File: src/rtl/tsbg_pkg.sv
// Shared constants, types and arithmetic helpers for the tilted surface
// beam geometry pipeline. No dependencies; every rtl file imports this.
package tsbg_pkg;

  // angle format at the ports and iteration counts
  localparam int ANGLE_FRAC_BITS = 13;
  localparam int CORDIC_STEPS    = 16;

  // internal fixed point: signed, WF fraction bits
  localparam int WF      = 30;
  localparam int ANG_W   = 34;
  localparam int PROD_W  = 2 * ANG_W;
  localparam int SH      = WF - ANGLE_FRAC_BITS;

  // port field widths
  localparam int DAY_W       = 9;
  localparam int HRS_W       = 16;
  localparam int LAT_W       = 15;
  localparam int SLOPE_W     = 15;
  localparam int AZI_W       = 16;
  localparam int ZEN_W       = 15;
  localparam int ALT_W       = 14;
  localparam int INC_W       = 15;
  localparam int RATIO_W     = 16;
  localparam int IN_TDATA_W  = 32;
  localparam int OUT_TDATA_W = 64;
  localparam int CFG_ADDR_W  = 2;
  localparam int CFG_DATA_W  = 16;

  // register map
  localparam logic [CFG_ADDR_W-1:0] REG_LATITUDE = CFG_ADDR_W'(0);
  localparam logic [CFG_ADDR_W-1:0] REG_SLOPE    = CFG_ADDR_W'(1);
  localparam logic [CFG_ADDR_W-1:0] REG_AZIMUTH  = CFG_ADDR_W'(2);

  // angle constants in WF fraction bits
  localparam longint PI_L       = 64'sd3373259426;
  localparam longint TWO_PI_L   = 64'sd6746518852;
  localparam longint HALF_PI_L  = 64'sd1686629713;
  localparam longint PI_12_L    = 64'sd281104952;
  localparam longint DECL_MAX_L = 64'sd439460742;
  localparam longint GAIN_L     = 64'sd652032874;

  localparam logic signed [ANG_W-1:0] PI_Q       = ANG_W'(PI_L);
  localparam logic signed [ANG_W-1:0] TWO_PI_Q   = ANG_W'(TWO_PI_L);
  localparam logic signed [ANG_W-1:0] HALF_PI_Q  = ANG_W'(HALF_PI_L);
  localparam logic signed [ANG_W-1:0] DECL_MAX_Q = ANG_W'(DECL_MAX_L);
  localparam logic signed [ANG_W-1:0] GAIN_Q     = ANG_W'(GAIN_L);
  localparam logic signed [ANG_W-1:0] ONE_Q      = ANG_W'(1) <<< WF;

  // day of year -> angle: m*2pi/365 = m*DAY_Q + floor(m*DAY_R/365)
  localparam int     DAYS       = 365;
  localparam int     DAY_OFFSET = 284;
  localparam longint DAY_Q      = TWO_PI_L / DAYS;
  localparam int     DAY_R      = int'(TWO_PI_L % DAYS);
  localparam int     RCP_SHIFT  = 22;
  localparam int     DAY_RCP    = (1 << RCP_SHIFT) / DAYS;
  localparam int     X_W        = 16;
  localparam int     RCP_W      = 14;
  localparam int     Q0_W       = X_W + RCP_W - RCP_SHIFT;

  // hour angle from Q5.11 hours
  localparam int HRS_FRAC = 11;
  localparam int NOON     = 12 << HRS_FRAC;
  localparam int HOFF_W   = HRS_W + 2;
  localparam int HP_W     = HOFF_W + 30;

  // tilt ratio
  localparam int QB = ANGLE_FRAC_BITS + 3;
  localparam logic [QB-1:0] RMAX = QB'(5) << ANGLE_FRAC_BITS;

  // latencies in register stages
  localparam int SC_LAT    = CORDIC_STEPS + 1;
  localparam int ISQ_STEPS = WF + 1;
  localparam int ACOS_LAT  = 1 + ISQ_STEPS + 1 + CORDIC_STEPS;
  localparam int DIV_LAT   = 1 + QB;
  localparam int DIV_DLY   = ACOS_LAT - DIV_LAT;
  localparam int TOTAL_LAT = 4 + SC_LAT + 1 + SC_LAT + 5 + ACOS_LAT + 1;

  typedef struct packed {
    logic signed [ANG_W-1:0] s;
    logic signed [ANG_W-1:0] c;
  } trig_t;

  function automatic logic signed [ANG_W-1:0] atan_f(input int i);
    logic [31:0] v;
    case (i)
      0:  v = 32'd843314857;
      1:  v = 32'd497837829;
      2:  v = 32'd263043837;
      3:  v = 32'd133525159;
      4:  v = 32'd67021687;
      5:  v = 32'd33543516;
      6:  v = 32'd16775851;
      7:  v = 32'd8388438;
      8:  v = 32'd4194284;
      9:  v = 32'd2097142;
      10: v = 32'd1048576;
      11: v = 32'd524288;
      12: v = 32'd262144;
      13: v = 32'd131072;
      14: v = 32'd65536;
      15: v = 32'd32768;
      16: v = 32'd16384;
      17: v = 32'd8192;
      18: v = 32'd4096;
      19: v = 32'd2048;
      20: v = 32'd1024;
      21: v = 32'd512;
      22: v = 32'd256;
      23: v = 32'd128;
      default: v = 32'd0;
    endcase
    return $signed(ANG_W'(v));
  endfunction

  // product rounded half up back to WF fraction bits
  function automatic logic signed [ANG_W-1:0] qmul(input logic signed [ANG_W-1:0] a,
                                                   input logic signed [ANG_W-1:0] b);
    logic signed [PROD_W-1:0] p;
    p = a * b;
    p = p + (PROD_W'(1) <<< (WF - 1));
    return ANG_W'(p >>> WF);
  endfunction

  function automatic logic signed [ANG_W-1:0] clamp_unit(input logic signed [ANG_W-1:0] c);
    logic signed [ANG_W-1:0] r;
    r = c;
    if (c > ONE_Q) r = ONE_Q;
    else if (c < -ONE_Q) r = -ONE_Q;
    return r;
  endfunction

  function automatic logic signed [ANG_W-1:0] round_out(input logic signed [ANG_W-1:0] a);
    logic signed [ANG_W-1:0] t;
    t = a + (ANG_W'(1) <<< (SH - 1));
    return t >>> SH;
  endfunction

endpackage

File: src/rtl/tsbg_sincos.sv
// Pipelined rotation CORDIC: sine and cosine of an angle, one stage per step.
// Depends on tsbg_pkg.
module tsbg_sincos (
  input  logic                             clk_i,
  input  logic                             en_i,
  input  logic signed [tsbg_pkg::ANG_W-1:0] angle_i,
  output tsbg_pkg::trig_t                  trig_o
);
  import tsbg_pkg::*;

  logic signed [ANG_W-1:0] x_q [CORDIC_STEPS+1];
  logic signed [ANG_W-1:0] y_q [CORDIC_STEPS+1];
  logic signed [ANG_W-1:0] z_q [CORDIC_STEPS+1];
  logic                    flip_q [CORDIC_STEPS+1];

  logic signed [ANG_W-1:0] wrap_a, fold_a;
  logic                    fold_flip;

  // inputs stay within one full turn, so one wrap suffices
  always_comb begin
    wrap_a = angle_i;
    if (angle_i > PI_Q) wrap_a = angle_i - TWO_PI_Q;
    else if (angle_i < -PI_Q) wrap_a = angle_i + TWO_PI_Q;
    fold_a    = wrap_a;
    fold_flip = 1'b0;
    if (wrap_a > HALF_PI_Q) begin
      fold_a    = wrap_a - PI_Q;
      fold_flip = 1'b1;
    end else if (wrap_a < -HALF_PI_Q) begin
      fold_a    = wrap_a + PI_Q;
      fold_flip = 1'b1;
    end
  end

  always_ff @(posedge clk_i) begin
    if (en_i) begin
      x_q[0]    <= GAIN_Q;
      y_q[0]    <= '0;
      z_q[0]    <= fold_a;
      flip_q[0] <= fold_flip;
      for (int i = 0; i < CORDIC_STEPS; i++) begin
        if (z_q[i] >= 0) begin
          x_q[i+1] <= x_q[i] - (y_q[i] >>> i);
          y_q[i+1] <= y_q[i] + (x_q[i] >>> i);
          z_q[i+1] <= z_q[i] - atan_f(i);
        end else begin
          x_q[i+1] <= x_q[i] + (y_q[i] >>> i);
          y_q[i+1] <= y_q[i] - (x_q[i] >>> i);
          z_q[i+1] <= z_q[i] + atan_f(i);
        end
        flip_q[i+1] <= flip_q[i];
      end
    end
  end

  assign trig_o.s = flip_q[CORDIC_STEPS] ? -y_q[CORDIC_STEPS] : y_q[CORDIC_STEPS];
  assign trig_o.c = flip_q[CORDIC_STEPS] ? -x_q[CORDIC_STEPS] : x_q[CORDIC_STEPS];

endmodule

File: config.mk
export PLATFORM = sky130hd
export DESIGN_NAME = tsbg_sincos
export DESIGN_NICKNAME = d
export VERILOG_FILES = /design/src/rtl/tsbg_pkg.sv /design/src/rtl/tsbg_sincos.sv
export SDC_FILE = /design/constraint.sdc
export NUM_CORES = 2
export LEC_CHECK = 0
export BUFFER_PORTS_ARGS = -buffer_cell sky130_fd_sc_hd__buf_4
export CORE_ASPECT_RATIO = 0.5
export CORE_UTILIZATION = 50
export DETAILED_ROUTE_END_ITERATION = 12
export PLACE_DENSITY_LB_ADDON = 0.1
export SETUP_SLACK_MARGIN = 0.5
export SYNTH_ARGS = -nofsm -noshare
export SYNTH_HDL_FRONTEND = slang
export SYNTH_SLANG_ARGS = --single-unit
File: constraint.sdc
create_clock -name clk_i -period 12.95 [get_ports clk_i]
set_clock_uncertainty 0.2 [all_clocks]
set_input_delay 1.295 -clock clk_i [delete_from_list [all_inputs] [get_ports clk_i]]
set_output_delay 1.295 -clock clk_i [all_outputs]
set_load 0.03 [all_outputs]
* Word level (Yosys, flattened, before mapping) *
Memories as Yosys holds them, arrays and structs flattened.
Cells that the tools add are included.

storage, ports and cells
  memories = 4
  memory bits (read-only) = 0
  word-level logic and storage cells = 391
  bits in writable memories = 1,751
  output and inout port bits = 68
  register bits = 0
  bits in latches = 0
  bits of input ports = 36

operators by class
  divide/modulo/power cells = 0
  magnitude comparators = 20
  add/subtract/negate cells = 101
  mux-type cells = 218
  multipliers = 0
  shift operators = 0
  reduce and logical (&&, ||, !) cells = 0
  eq/ne operators = 0
  bitwise logic cells = 48

memories
  name    words  bits a word  rd ports  clocked after memory_dff  wr ports  line               RTL
  x_q     17     34           17        0                         17        tsbg_sincos.sv:11  logic signed [ANG_W-1:0] x_q [CORDIC_STEPS+1];
  y_q     17     34           17        0                         17        tsbg_sincos.sv:12  logic signed [ANG_W-1:0] y_q [CORDIC_STEPS+1];
  z_q     17     34           16        0                         17        tsbg_sincos.sv:13  logic signed [ANG_W-1:0] z_q [CORDIC_STEPS+1];
  flip_q  17     1            17        0                         17        tsbg_sincos.sv:14  logic flip_q [CORDIC_STEPS+1];

operator list
  cell                   count
  $mux W32               64
  $mux W34               54
  $add A34 B33 Y34       18
  $sub A34 B33 Y34       18
  $ge A34 B1 Y1 const B  16
  $mux W1                100
  $add A34 B19 Y34       2
  $add A34 B20 Y34       2
  $add A34 B21 Y34       2
  $add A34 B22 Y34       2
  $add A34 B23 Y34       2
  $add A34 B24 Y34       2
  $add A34 B25 Y34       2
  $add A34 B26 Y34       2
  $add A34 B27 Y34       2
  $add A34 B28 Y34       2
  $add A34 B29 Y34       2
  $add A34 B30 Y34       2
  $add A34 B31 Y34       2
  $add A34 B32 Y34       2
  $neg A34 Y34           2
  $sub A34 B19 Y34       2
  $sub A34 B20 Y34       2
  $sub A34 B21 Y34       2
  22 further kinds       81

* Longest topological paths before layout *
  word-level depth = 6
  depth in mapped cells = 23
  gate-level depth less buffers = 23

* Least setup slack after synthesis *
OpenSTA, ideal clock, no wires.

  path kind = in2reg
  start point = in en_i
  end point = mem x_q[6][32], data pin
  stages = 22
  arrival = 6,292 ps
  path slack = 6,200 ps
  data required time = 12,492 ps
  cells stage by stage = clkbuf_1 -> clkbuf_1 -> nand2_1 -> inv_1 -> clkbuf_1 -> buf_1 -> nor2_1 -> xor2_1 -> ha_1 -> a21o_1 -> a21oi_1 -> o21ai_0 -> a21oi_1 -> o21ai_0 -> o21a_1 -> a41o_1 -> o41ai_1 -> o21ai_0 -> a21o_1 -> a311o_1 -> a21oi_1 -> xnor2_1

RTL lines
  item                line               RTL
  start: declaration  tsbg_sincos.sv:5   input logic en_i,
  end: declaration    tsbg_sincos.sv:11

==> flow_summary.yaml <==
cells_and_area:
  regArea_um2: 43200
  final_util: 0.543
  most-common-layout-cells: "1440 x edfxtp_1, 1370 x xnor2_1, 1347 x ha_1"
  drive_above_1_share: 0.0475
  diodes: 0
  final_nets: 14399
  syn_to_final_growth_pct: 7.78
  fill_cells: 21805
  layout_commonest_cell: "edfxtp_1"
  multi_input_area_um2: 76600
die:
  die_w_um: 703
  initial_utilization: 0.504
  die_area_um2: 248000
  ios: 104
  num_rows: 128
  core_area_um2: 244000
  die_y_um: 353
detailed_routing:
  via_per_inst: 5.76
  ant_nets: 0
  wire_per_inst_um: 18.7
  via_count: 94120
  drt_iter0_drc: 6327
  first_pass_iters: 5
  routed_wirelength_mm: 305
  drc: 0
global_route:
  grt_pass1_vias: 89705
  grt.met1_usage: 0.307
  grt_max_degree: 154
  grt_pass1_wl_mm: 481
  globalRouteTotalUtil: 0.238
  grt_use_met3: 0.0261
  grt-busiest-layer: "met2"
  grtUsageMet2: 0.415
  antenna_found_initial: 3
  gr-total-overflow: 0
logic_synthesis:
  synth.avg_cell_area_um2: 9.56
  ys_types: 105
  synth_seq_area_share: 0.352
  yosys_most_used_dff: "edfxtp_1"
  yosys.area.top_type_share: 0.352
  syn_area_um2: 123000
  ys_async_sr_fraction: 0
  ys_ff_latch: 1440
  synth.area.top_cells: "edfxtp_1 35%, ha_1 14%, xnor2_1 9.8%"
  synth_nets: 14280
  ys_warn_count: 0
  syn-instance-count: 12851
  synth_area_leader_cell: "edfxtp_1"
  synth_edf_count: 1440
sta:
  worstMarginPinSlew_ps: 1080
  period_share: 0.572
  relSlewSlack: 0.270
  period_needed_ps: 7410
  maxSlewViolCount: 0
  setup-violations-final: 0
  max_freq_mhz: 135
  tns_ps: 0
  final-hold-violation-count: 0
  rsz0062_at_grt: "no"
placed_design:
  gp_congestion: 0.913
  place_hpwl_mm: 242
  io_buffer_count: 103
job:
  cap_violations: 0
clock_network:
  holdBufCountCts: 0
  cts_inserted_buffers: 157
  ctsResizeCount: 0
  clockBufferDepth: 4
  postCtsSetupBuffers: 0
  root_buffer: "clkbuf_16"
  cts_tree: "yes"
  cts.sinks: 1440
  clk_pin_slew_ps: 70
  clk_latency_ps: 850
  htreeDepth: 4
worst_setup_path:
  cp.arrival_ps: 7770
  rr_startpoint: "z_q[14][33]"
  required_ps: 13320
  crit_type: "input port to flop"
  r2r_cells: 19
  r2r_slack_ps: 6470
  end_kind: "flop"
  cp-start-kind: "input port"
  crit_path_max_fanout: 73
  worstReg2RegEnd: "x_q[15][30]"
outcome:
  outcome: "complete, no violations"
min_path:
  hold_depth: 0
  worstHoldStart: "z_q[13][16]"
  hp-class: "flop to flop"
  hold-path-endpoint: "z_q[14][16]"
## worst max-delay path, cell delays in order
cell and delay [ps]:
buf_16 240, buf_4 760, and2_2 280, buf_4 460, inv_1 170, buf_4 280, mux2i_1 200, ha_1 300
nor2b_1 110, o21ai_0 100, a21boi_0 270, o21ai_0 180, a2111oi_0 620, o211ai_1 190, a21boi_0 470, o211ai_1 180
a311oi_1 570, a41oi_1 260, a21oi_1 290, nand4_1 110, and3_1 150
## flip-flops by register name (all words and copies together) (netlist names)
name,cells
flip_q,17
y_q,511
z_q,428
x_q,484
## worst max-delay path by stage
stage,startpoint,endpoint,depth (start not counted)
global route,en_i,x_q[7][32],21
CTS,en_i,y_q[14][33],21
finish,en_i,y_q[14][33],21
detailed placement,en_i,y_q[14][33],21
global placement,en_i,x_q[9][33],21
floorplan,en_i,x_q[6][32],22
## layer usage
metal | part of all wire | up-vias | wire, um
li1 | - | 47879 | -
met1 | 0.45 | 43917 | 138000
met2 | 0.48 | 1767 | 145000
met3 | 0.035 | 555 | 10800
met4 | 0.036 | 2 | 10900
met5 | 0.000043 | - | 13
## per-stage QoR
| step | hold slack (ps) | std cells | setup WS, ps | instance area, um2 |
|---|---|---|---|---|
| finish | 213 | 16332 | 5540 | 132000 |
| global route | 228 | 16332 | 5060 | 132000 |
| CTS | 218 | 16332 | 5640 | 132000 |
| detailed placement | 205 | 16061 | 4760 | 127000 |
| global placement | 200 | 16061 | 4920 | 127000 |
| floorplan | 200 | 12851 | 6200 | 123000 |
## cell usage after synthesis, drive strengths merged, types with 158 or more instances
library cell,instances
edfxtp,1440
xnor2,1370
ha,1347
a21oi,1292
nor2,1026
nand2,753
o21ai,639
xor2,567
inv,563
a21o,454
nor3,340
nand3,221
o21a,202
nand2b,187
nor2b,185
o21bai,171
clkbuf,158
## logic make-up after synthesis
kind of cell,count (synthesis),synth area share
AOI/OAI and AO/OA,3728,0.194
and+or+nand+nor,3443,0.136
xor gates and xnor gates,1937,0.138
DFF,1440,0.352
adders and majority gates,1393,0.145
buffers and inverters,790,0.0248
muxes,120,0.0104
## layout make-up
class	instances	area share
clock inverters	84	0.00655
inverters	567	0.0161
multi-input cells	10621	0.579
repair buffers	183	0.0106
well taps	3250	0.0307
clock buffers	187	0.0311
flip-flops and latches	1440	0.326
Power is not shown: default switching activity piles up to over one toggle a cycle in this logic, so the estimate is an artifact.
